==> src/design/lz_pkg.sv <==
`timescale 1ns / 1ps
// lz_pkg: widths, reset values, register indexes and mul unit handshake types
// for the Lorenz Euler step block. No dependencies.
package lz_pkg;

    localparam int WORD_W   = 32;
    localparam int FRAC_W   = 24;
    localparam int COEF_W   = 31;
    localparam int STEP_W   = 21;
    localparam int CFG_W    = 32;
    localparam int CFG_IDX_W = 3;

    // working width of products and sums, |value| < 2^40
    localparam int ACC_W    = 41;
    // multiplier: low slice of operand A times operand B magnitude
    localparam int MUL_LO_W = 33;
    localparam int MUL_HI_W = ACC_W - MUL_LO_W;
    localparam int MAG_B_W  = 32;
    localparam int PROD_W   = MUL_LO_W + MAG_B_W;
    localparam int SUM_W    = 64;

    localparam logic [COEF_W-1:0] COEF_A_RST = 31'd253872833;
    localparam logic [COEF_W-1:0] COEF_B_RST = 31'd547207355;
    localparam logic [COEF_W-1:0] COEF_C_RST = 31'd111349040;
    localparam logic [STEP_W-1:0] STEP_RST   = 21'd16777;
    localparam logic signed [WORD_W-1:0] POS_RST = 32'sd1677722;

    localparam logic [CFG_IDX_W-1:0] CFG_COEF_A = 3'd0;
    localparam logic [CFG_IDX_W-1:0] CFG_COEF_B = 3'd1;
    localparam logic [CFG_IDX_W-1:0] CFG_COEF_C = 3'd2;
    localparam logic [CFG_IDX_W-1:0] CFG_STEP   = 3'd3;
    localparam logic [CFG_IDX_W-1:0] CFG_START_X = 3'd4;
    localparam logic [CFG_IDX_W-1:0] CFG_START_Y = 3'd5;
    localparam logic [CFG_IDX_W-1:0] CFG_START_Z = 3'd6;

    typedef struct packed {
        logic                     start;
        logic signed [ACC_W-1:0]  op_a;
        logic signed [WORD_W-1:0] op_b;
    } lz_mul_req_t;

    typedef struct packed {
        logic                     done;
        logic signed [ACC_W-1:0]  res;
    } lz_mul_rsp_t;

endpackage

==> src/design/lz_mul.sv <==
`timescale 1ns / 1ps
// lz_mul: shared fixed-point multiplier, 33x32 array used on the low and then the high slice of A,
// rounds to nearest (ties away from zero) at FRAC_W. Depends on lz_pkg.
module lz_mul
    import lz_pkg::*;
(
    input  logic        clk,
    input  logic        rst_n,
    input  lz_mul_req_t req,
    output lz_mul_rsp_t rsp
);

    typedef enum logic [2:0] {
        MS_IDLE,
        MS_LO,
        MS_HI,
        MS_ADD,
        MS_RND
    } mstate_t;

    mstate_t              state_reg, state_next;
    logic [ACC_W-1:0]     mag_a_reg, mag_a_next;
    logic [MAG_B_W-1:0]   mag_b_reg, mag_b_next;
    logic                 neg_reg, neg_next;
    logic [PROD_W-1:0]    prod_reg, prod_next;
    logic [SUM_W-1:0]     acc_reg, acc_next;
    logic signed [ACC_W-1:0] res_reg, res_next;
    logic                 done_reg, done_next;

    logic [MUL_LO_W-1:0]  mul_x;
    logic [PROD_W-1:0]    mul_p;
    logic [SUM_W-1:0]     rnd;
    logic [ACC_W-1:0]     rnd_mag;

    assign mul_x = (state_reg == MS_HI)
                 ? {{(MUL_LO_W-MUL_HI_W){1'b0}}, mag_a_reg[ACC_W-1:MUL_LO_W]}
                 : mag_a_reg[MUL_LO_W-1:0];
    assign mul_p = {{MAG_B_W{1'b0}}, mul_x} * {{MUL_LO_W{1'b0}}, mag_b_reg};

    assign rnd     = acc_reg + (SUM_W'(1) << (FRAC_W - 1));
    assign rnd_mag = ACC_W'(rnd >> FRAC_W);

    always_comb
    begin
        state_next = state_reg;
        mag_a_next = mag_a_reg;
        mag_b_next = mag_b_reg;
        neg_next   = neg_reg;
        prod_next  = prod_reg;
        acc_next   = acc_reg;
        res_next   = res_reg;
        done_next  = 1'b0;
        unique case (state_reg)
            MS_IDLE:
            begin
                if (req.start)
                begin
                    mag_a_next = req.op_a[ACC_W-1] ? ACC_W'(-req.op_a) : ACC_W'(req.op_a);
                    mag_b_next = req.op_b[WORD_W-1] ? MAG_B_W'(-req.op_b)
                                                    : MAG_B_W'(req.op_b);
                    neg_next   = req.op_a[ACC_W-1] ^ req.op_b[WORD_W-1];
                    state_next = MS_LO;
                end
            end
            MS_LO:
            begin
                prod_next  = mul_p;
                state_next = MS_HI;
            end
            MS_HI:
            begin
                acc_next   = prod_reg[SUM_W-1:0];
                prod_next  = mul_p;
                state_next = (mag_a_reg[ACC_W-1:MUL_LO_W] != '0) ? MS_ADD : MS_RND;
            end
            MS_ADD:
            begin
                acc_next   = acc_reg + {prod_reg[SUM_W-MUL_LO_W-1:0], {MUL_LO_W{1'b0}}};
                state_next = MS_RND;
            end
            MS_RND:
            begin
                res_next   = neg_reg ? -$signed(rnd_mag) : $signed(rnd_mag);
                done_next  = 1'b1;
                state_next = MS_IDLE;
            end
            default:
            begin
                state_next = MS_IDLE;
            end
        endcase
    end

    always_ff @(posedge clk or negedge rst_n)
    begin
        if (!rst_n)
        begin
            state_reg <= MS_IDLE;
            done_reg  <= 1'b0;
            mag_a_reg <= '0;
            mag_b_reg <= '0;
            neg_reg   <= 1'b0;
            prod_reg  <= '0;
            acc_reg   <= '0;
            res_reg   <= '0;
        end
        else
        begin
            state_reg <= state_next;
            done_reg  <= done_next;
            mag_a_reg <= mag_a_next;
            mag_b_reg <= mag_b_next;
            neg_reg   <= neg_next;
            prod_reg  <= prod_next;
            acc_reg   <= acc_next;
            res_reg   <= res_next;
        end
    end

    assign rsp.done = done_reg;
    assign rsp.res  = res_reg;

endmodule

==> src/design/lorenz_euler_step.sv <==
`timescale 1ns / 1ps
// lorenz_euler_step: one Euler step of the Lorenz system per input beat, or a reload.
// Step beat: eight products in turn on lz_mul; the three by dt take an extra add step
// when that operand exceeds 33 bits. Reload beat: the start point is sent out as is.
// One beat in flight; the output register holds a result while the next beat runs.
// Reset: async active low; point and registers go to their defaults at once.
module lorenz_euler_step
    import lz_pkg::*;
(
    input  logic                     clk,
    input  logic                     rst_n,
    input  logic                     in_valid,
    output logic                     in_ready,
    input  logic                     reload,
    output logic                     out_valid,
    input  logic                     out_ready,
    output logic signed [WORD_W-1:0] x_out,
    output logic signed [WORD_W-1:0] y_out,
    output logic signed [WORD_W-1:0] z_out,
    output logic                     overflow,
    input  logic                     cfg_we,
    input  logic [CFG_IDX_W-1:0]     cfg_index,
    input  logic [CFG_W-1:0]         cfg_data
);

    typedef enum logic [3:0] {
        ST_IDLE,
        ST_AT,
        ST_PDT,
        ST_XZ,
        ST_BX,
        ST_SDY,
        ST_XY,
        ST_CZ,
        ST_SDZ,
        ST_UPD,
        ST_OUT
    } state_t;

    localparam int SAT_W = WORD_W + 1;
    localparam int UPD_W = ACC_W + 1;
    localparam int BIG_W = ACC_W + 2;

    logic [COEF_W-1:0]        coef_a_reg, coef_b_reg, coef_c_reg;
    logic [STEP_W-1:0]        step_reg;
    logic signed [WORD_W-1:0] start_x_reg, start_y_reg, start_z_reg;

    state_t                   state_reg, state_next;
    logic                     busy_reg, busy_next;
    logic signed [WORD_W-1:0] px_reg, px_next, py_reg, py_next, pz_reg, pz_next;
    logic signed [ACC_W-1:0]  s_reg, s_next;
    logic signed [ACC_W-1:0]  dx_reg, dx_next, dy_reg, dy_next, dz_reg, dz_next;
    logic                     flag_reg, flag_next;
    logic                     ov_reg, ov_next;
    logic signed [WORD_W-1:0] xo_reg, xo_next, yo_reg, yo_next, zo_reg, zo_next;
    logic                     ov_out_reg, ov_out_next;

    lz_mul_req_t              mreq;
    lz_mul_rsp_t              mrsp;
    logic signed [ACC_W-1:0]  ext_x, ext_y, ext_z;
    logic signed [BIG_W-1:0]  dy_sum;
    logic [SAT_W-1:0]         sat_x, sat_y, sat_z;

    function automatic logic [SAT_W-1:0] sat_add(input logic signed [WORD_W-1:0] p,
                                                 input logic signed [ACC_W-1:0]  d);
        logic signed [UPD_W-1:0] sum;
        logic                    fits;
        sum  = UPD_W'(p) + UPD_W'(d);
        fits = (sum[UPD_W-1:WORD_W-1] == '0) || (sum[UPD_W-1:WORD_W-1] == '1);
        if (fits)
            return {1'b0, sum[WORD_W-1:0]};
        else if (sum[UPD_W-1])
            return {1'b1, 1'b1, {(WORD_W-1){1'b0}}};
        else
            return {1'b1, 1'b0, {(WORD_W-1){1'b1}}};
    endfunction

    always_ff @(posedge clk or negedge rst_n)
    begin
        if (!rst_n)
        begin
            coef_a_reg  <= COEF_A_RST;
            coef_b_reg  <= COEF_B_RST;
            coef_c_reg  <= COEF_C_RST;
            step_reg    <= STEP_RST;
            start_x_reg <= POS_RST;
            start_y_reg <= POS_RST;
            start_z_reg <= POS_RST;
        end
        else if (cfg_we)
        begin
            unique case (cfg_index)
                CFG_COEF_A:  coef_a_reg  <= cfg_data[COEF_W-1:0];
                CFG_COEF_B:  coef_b_reg  <= cfg_data[COEF_W-1:0];
                CFG_COEF_C:  coef_c_reg  <= cfg_data[COEF_W-1:0];
                CFG_STEP:    step_reg    <= cfg_data[STEP_W-1:0];
                CFG_START_X: start_x_reg <= $signed(cfg_data[WORD_W-1:0]);
                CFG_START_Y: start_y_reg <= $signed(cfg_data[WORD_W-1:0]);
                CFG_START_Z: start_z_reg <= $signed(cfg_data[WORD_W-1:0]);
                default:     ;
            endcase
        end
    end

    assign ext_x = ACC_W'(px_reg);
    assign ext_y = ACC_W'(py_reg);
    assign ext_z = ACC_W'(pz_reg);

    assign dy_sum = BIG_W'(s_reg) + BIG_W'(mrsp.res) - BIG_W'(py_reg);

    assign sat_x = sat_add(px_reg, dx_reg);
    assign sat_y = sat_add(py_reg, dy_reg);
    assign sat_z = sat_add(pz_reg, dz_reg);

    // operand routing for the shared multiplier
    always_comb
    begin
        mreq.start = 1'b0;
        mreq.op_a  = s_reg;
        mreq.op_b  = WORD_W'(step_reg);
        unique case (state_reg)
            ST_AT:
            begin
                mreq.start = !busy_reg;
                mreq.op_b  = WORD_W'(coef_a_reg);
            end
            ST_PDT, ST_SDY, ST_SDZ:
            begin
                mreq.start = !busy_reg;
            end
            ST_XZ:
            begin
                mreq.start = !busy_reg;
                mreq.op_a  = ext_x;
                mreq.op_b  = pz_reg;
            end
            ST_BX:
            begin
                mreq.start = !busy_reg;
                mreq.op_a  = ext_x;
                mreq.op_b  = WORD_W'(coef_b_reg);
            end
            ST_XY:
            begin
                mreq.start = !busy_reg;
                mreq.op_a  = ext_x;
                mreq.op_b  = py_reg;
            end
            ST_CZ:
            begin
                mreq.start = !busy_reg;
                mreq.op_a  = ext_z;
                mreq.op_b  = WORD_W'(coef_c_reg);
            end
            default:
            begin
                mreq.start = 1'b0;
            end
        endcase
    end

    lz_mul u_mul (
        .clk   (clk),
        .rst_n (rst_n),
        .req   (mreq),
        .rsp   (mrsp)
    );

    always_comb
    begin
        state_next  = state_reg;
        busy_next   = busy_reg;
        px_next     = px_reg;
        py_next     = py_reg;
        pz_next     = pz_reg;
        s_next      = s_reg;
        dx_next     = dx_reg;
        dy_next     = dy_reg;
        dz_next     = dz_reg;
        flag_next   = flag_reg;
        ov_next     = ov_reg;
        xo_next     = xo_reg;
        yo_next     = yo_reg;
        zo_next     = zo_reg;
        ov_out_next = ov_out_reg;

        if (ov_reg && out_ready)
            ov_next = 1'b0;

        if (mreq.start)
            busy_next = 1'b1;

        unique case (state_reg)
            ST_IDLE:
            begin
                if (in_valid)
                begin
                    if (reload)
                    begin
                        px_next    = start_x_reg;
                        py_next    = start_y_reg;
                        pz_next    = start_z_reg;
                        flag_next  = 1'b0;
                        state_next = ST_OUT;
                    end
                    else
                    begin
                        s_next     = ext_y - ext_x;
                        state_next = ST_AT;
                    end
                end
            end
            ST_AT:
            begin
                if (mrsp.done)
                begin
                    busy_next  = 1'b0;
                    s_next     = mrsp.res;
                    state_next = ST_PDT;
                end
            end
            ST_PDT:
            begin
                if (mrsp.done)
                begin
                    busy_next  = 1'b0;
                    dx_next    = mrsp.res;
                    state_next = ST_XZ;
                end
            end
            ST_XZ:
            begin
                if (mrsp.done)
                begin
                    busy_next  = 1'b0;
                    s_next     = -mrsp.res;
                    state_next = ST_BX;
                end
            end
            ST_BX:
            begin
                if (mrsp.done)
                begin
                    busy_next  = 1'b0;
                    s_next     = dy_sum[ACC_W-1:0];
                    state_next = ST_SDY;
                end
            end
            ST_SDY:
            begin
                if (mrsp.done)
                begin
                    busy_next  = 1'b0;
                    dy_next    = mrsp.res;
                    state_next = ST_XY;
                end
            end
            ST_XY:
            begin
                if (mrsp.done)
                begin
                    busy_next  = 1'b0;
                    s_next     = mrsp.res;
                    state_next = ST_CZ;
                end
            end
            ST_CZ:
            begin
                if (mrsp.done)
                begin
                    busy_next  = 1'b0;
                    s_next     = s_reg - mrsp.res;
                    state_next = ST_SDZ;
                end
            end
            ST_SDZ:
            begin
                if (mrsp.done)
                begin
                    busy_next  = 1'b0;
                    dz_next    = mrsp.res;
                    state_next = ST_UPD;
                end
            end
            ST_UPD:
            begin
                px_next    = sat_x[WORD_W-1:0];
                py_next    = sat_y[WORD_W-1:0];
                pz_next    = sat_z[WORD_W-1:0];
                flag_next  = sat_x[WORD_W] | sat_y[WORD_W] | sat_z[WORD_W];
                state_next = ST_OUT;
            end
            ST_OUT:
            begin
                if (!ov_reg || out_ready)
                begin
                    xo_next     = px_reg;
                    yo_next     = py_reg;
                    zo_next     = pz_reg;
                    ov_out_next = flag_reg;
                    ov_next     = 1'b1;
                    state_next  = ST_IDLE;
                end
            end
            default:
            begin
                state_next = ST_IDLE;
            end
        endcase
    end

    always_ff @(posedge clk or negedge rst_n)
    begin
        if (!rst_n)
        begin
            state_reg  <= ST_IDLE;
            busy_reg   <= 1'b0;
            px_reg     <= POS_RST;
            py_reg     <= POS_RST;
            pz_reg     <= POS_RST;
            flag_reg   <= 1'b0;
            ov_reg     <= 1'b0;
            s_reg      <= '0;
            dx_reg     <= '0;
            dy_reg     <= '0;
            dz_reg     <= '0;
            xo_reg     <= '0;
            yo_reg     <= '0;
            zo_reg     <= '0;
            ov_out_reg <= 1'b0;
        end
        else
        begin
            state_reg  <= state_next;
            busy_reg   <= busy_next;
            px_reg     <= px_next;
            py_reg     <= py_next;
            pz_reg     <= pz_next;
            flag_reg   <= flag_next;
            ov_reg     <= ov_next;
            s_reg      <= s_next;
            dx_reg     <= dx_next;
            dy_reg     <= dy_next;
            dz_reg     <= dz_next;
            xo_reg     <= xo_next;
            yo_reg     <= yo_next;
            zo_reg     <= zo_next;
            ov_out_reg <= ov_out_next;
        end
    end

    assign in_ready  = (state_reg == ST_IDLE);
    assign out_valid = ov_reg;
    assign x_out     = xo_reg;
    assign y_out     = yo_reg;
    assign z_out     = zo_reg;
    assign overflow  = ov_out_reg;

endmodule

==> config.mk <==
export PLATFORM = sky130hd
export DESIGN_NAME = lorenz_euler_step
export DESIGN_NICKNAME = d
export VERILOG_FILES = /design/src/design/lz_pkg.sv /design/src/design/lz_mul.sv /design/src/design/lorenz_euler_step.sv
export SDC_FILE = /design/constraint.sdc
export NUM_CORES = 2
export LEC_CHECK = 0
export BUFFER_PORTS_ARGS = -buffer_cell sky130_fd_sc_hd__buf_2
export CORE_MARGIN = 5
export CORE_UTILIZATION = 65
export CTS_BUF_LIST = sky130_fd_sc_hd__clkbuf_16
export DETAILED_ROUTE_END_ITERATION = 8
export PLACE_DENSITY_LB_ADDON = 0.1
export SLEW_MARGIN = 20
export SYNTH_ARGS = -nofsm -noshare
export SYNTH_HDL_FRONTEND = slang
export SYNTH_SLANG_ARGS = --single-unit
==> constraint.sdc <==
create_clock -name clk -period 24.9 [get_ports clk]
set_clock_uncertainty 0.15 [all_clocks]
set_input_delay 1.245 -clock clk [delete_from_list [all_inputs] [get_ports clk]]
set_output_delay 1.245 -clock clk [all_outputs]
set_load 0.005 [all_outputs]
==> run summary <==
status - complete, no violations
hold buffers post-CTS - 0
Arr. time, crit path - 12.59 ns
DR WL/cell - 28.6 µm
CTS Sinks - 798
drt first-iter violations - 9644
Hold EP - x_out[21]
HPWL Detailed - 253 mm
fin crit period - 12.12 ns
nets - 11200
synthesized flop and latch total - 798
Synth Instances - 9825
setup tns final - 0 ns
max reg flops - 64
GRT overflow - 0
Crit path top cell by count - fa_1
hold_sp - x_out[21]
CTS Buffer Depth - 3
quantity of I/O buffers inserted on ports - 139
layout cells sized above 1 - 9.73%
kind of critical path - reg -> reg
drt drc - 0
vias - 77000
Worst Reg-to-Reg Cells - 29
Req. time, crit path - 25.37 ns
postcts setup bufs - 0
max incr delay on CP - 1.01 ns
number of H-tree levels - 3
core area - 0.133 mm²
TritonCTS clock tree - done
Boundary Pins - 140
Tcrit/Tclk final - 48.7%
most common cell after layout, fill and taps aside - nand2_1
endpoint class of the critical path - flop
number of setup violations in the final report - 0
vias in the first global route - 77800
RR Endpoint - u_mul.prod_reg[62]
EDFF count, synth - 0
global-route wire length before repair - 490 mm
Final Slew Violations - 0
site row count - 134
Clk Latency, worst-skew pair - 0.72 ns
largest net degree at the start of global routing - 259
DIE HEIGHT - 377 µm
post-route ant nets - 0
CP Launch Type - flop
Max-slew headroom - 17.5%
synth warn - 0
Pre-Repair DR Iteration Count - 9
R2R Setup Slk - 12.78 ns
initial core utilization - 65.4%
Mean Syn Cell Area - 8.89 µm²
Hold Path Depth - 2
CTS root buffer - clkbuf_16
Final GP Congestion - 1.10
Distinct cells, synth - 96
ys flop type - dfrtp_1
Async SR Flop Fraction - 100%
most frequent cells in the layout - 1246 x nand2_1, 1232 x inv_1, 971 x fa_1
RSZ-0062 raised after global routing - false
Reg-to-Reg Start - u_mul.state_reg[1]
Hold/Removal Path Class - reg -> reg
crit path max-delay cell type - and2_0
synthesized cell area - 0.0873 mm²
# Max-Cap Violations - 0
sequential share of the synthesized area - 23.0%
clock slew at reported path FFs - 0.07 ns
Fin. Hold Viols - 0
area grow syn2layout - 5.99%
die area - 0.142 mm²
fmax - 82.5 MHz
Via-to-Cell Ratio - 6.69
Synthesized Nets - 11400
CTS resizes - 0
initial antenna violation count - 34
final wirelength - 329 mm
measured slew at the worst slew-check pin - 1.23 ns
Max FO, Critical Path - 258
Num CTS Buffers - 87
GRT Overall Usage - 46.2%
die width - 377 µm
==> logic make-up (layout without fill, tap and decap cells) <==
family	Yosys count	count (layout)	synth area share (%)
buffers and inverters	1798	1693	7.74
DFF	798	798	23.0
AOI/OAI and AO/OA	2076	2076	15.0
muxes	354	354	4.49
adders and majority gates	1500	1500	29.8
xor gates and xnor gates	422	422	4.23
other	0	20	0
and+or+nand+nor	2877	2877	15.6
==> critical path: cells and delay by family (launching register included) <==
kind / cells / cell delay (ns)
flip-flops: 1 / 0.43
AND/OR/NAND/NOR: 7 / 2.58
buffers and inverters: 6 / 1.79
adder cells (fa/ha/maj): 9 / 4.46
AO/OA/AOI/OAI: 7 / 2.47
==> cell type report <==
cell class	count	area, µm²
clock inverters	74	684
inverters	1226	4600
flip-flops and latches	798	20100
multi-input cells	7229	60600
clock buffers	89	2230
repair buffers	304	2030
fillers	10700	40900
well taps	1768	2210
diodes	20	50.0
==> metal layers <==
layer  global-route usage [%]  part of all wire [%]  up-vias
met5                        0                 0.024        -
met4                     38.3                    11       14
li1                         -                     -    32500
met2                     69.9                    43     5053
met1                     56.3                    35    37800
met3                     10.9                    11     1552
==> synthesized netlist by cell type, types with 25 or more instances <==
cell type | n | area share [%]
nand2_1 | 1247 | 5.4
inv_1 | 1222 | 5.3
fa_1 | 971 | 22
dfrtp_1 | 687 | 20
o21ai_0 | 588 | 3.4
clkbuf_1 | 532 | 2.3
ha_1 | 529 | 7.6
nor2_1 | 462 | 2.0
a21oi_1 | 451 | 2.6
and3_1 | 392 | 2.8
mux2_2 | 301 | 3.9
xnor2_1 | 269 | 2.7
and2_1 | 222 | 1.6
a21o_1 | 194 | 1.7
xor2_1 | 153 | 1.5
o21ai_1 | 130 | 0.75
a221oi_1 | 128 | 1.3
dfstp_2 | 111 | 3.3
nand3_1 | 110 | 0.63
nor3_1 | 101 | 0.58
nand4_1 | 76 | 0.54
a22oi_1 | 72 | 0.62
a31oi_1 | 64 | 0.46
nand2b_1 | 63 | 0.45
o21bai_1 | 53 | 0.46
mux2i_1 | 52 | 0.60
o21a_1 | 52 | 0.45
nor2b_1 | 46 | 0.33
a211oi_1 | 44 | 0.38
o31ai_1 | 36 | 0.31
buf_1 | 31 | 0.13
or3_1 | 28 | 0.20
nor4_1 | 27 | 0.19
o211ai_1 | 26 | 0.22
o22ai_1 | 25 | 0.18
==> worst max path at each step <==
stage	startpoint	end	slack [ns]
6_report	u_mul.state_reg[1]	u_mul.prod_reg[62]	12.78
5_1_grt	u_mul.state_reg[1]	u_mul.prod_reg[62]	12.43
4_1_cts	u_mul.state_reg[1]	u_mul.prod_reg[62]	13.02
3_5_place_dp	u_mul.state_reg[1]	u_mul.prod_reg[62]	13.07
3_3_place_gp	u_mul.state_reg[1]	u_mul.prod_reg[62]	13.38
2_1_floorplan	u_mul.state_reg[1]	u_mul.prod_reg[62]	15.86
==> metrics by stage <==
stage / hold slack, ns / setup slack (ns) / utilization (%) / std cells / instance area [µm²]
4_1_cts: 0.331 / 13.02 / 69.3 / 11500 / 92400
2_1_floorplan: 0.292 / 15.86 / - / 9825 / 87300
3_5_place_dp: 0.317 / 13.07 / 67.1 / 11300 / 89500
6_report: 0.328 / 12.78 / 69.3 / 11500 / 92500
5_1_grt: 0.352 / 12.43 / 69.3 / 11500 / 92500
3_3_place_gp: 0.305 / 13.38 / 67.0 / 11300 / 89500
Power is left out: the tool's default activity adds up to more than one toggle a clock period on the data nets, which glitch-free logic cannot reach.
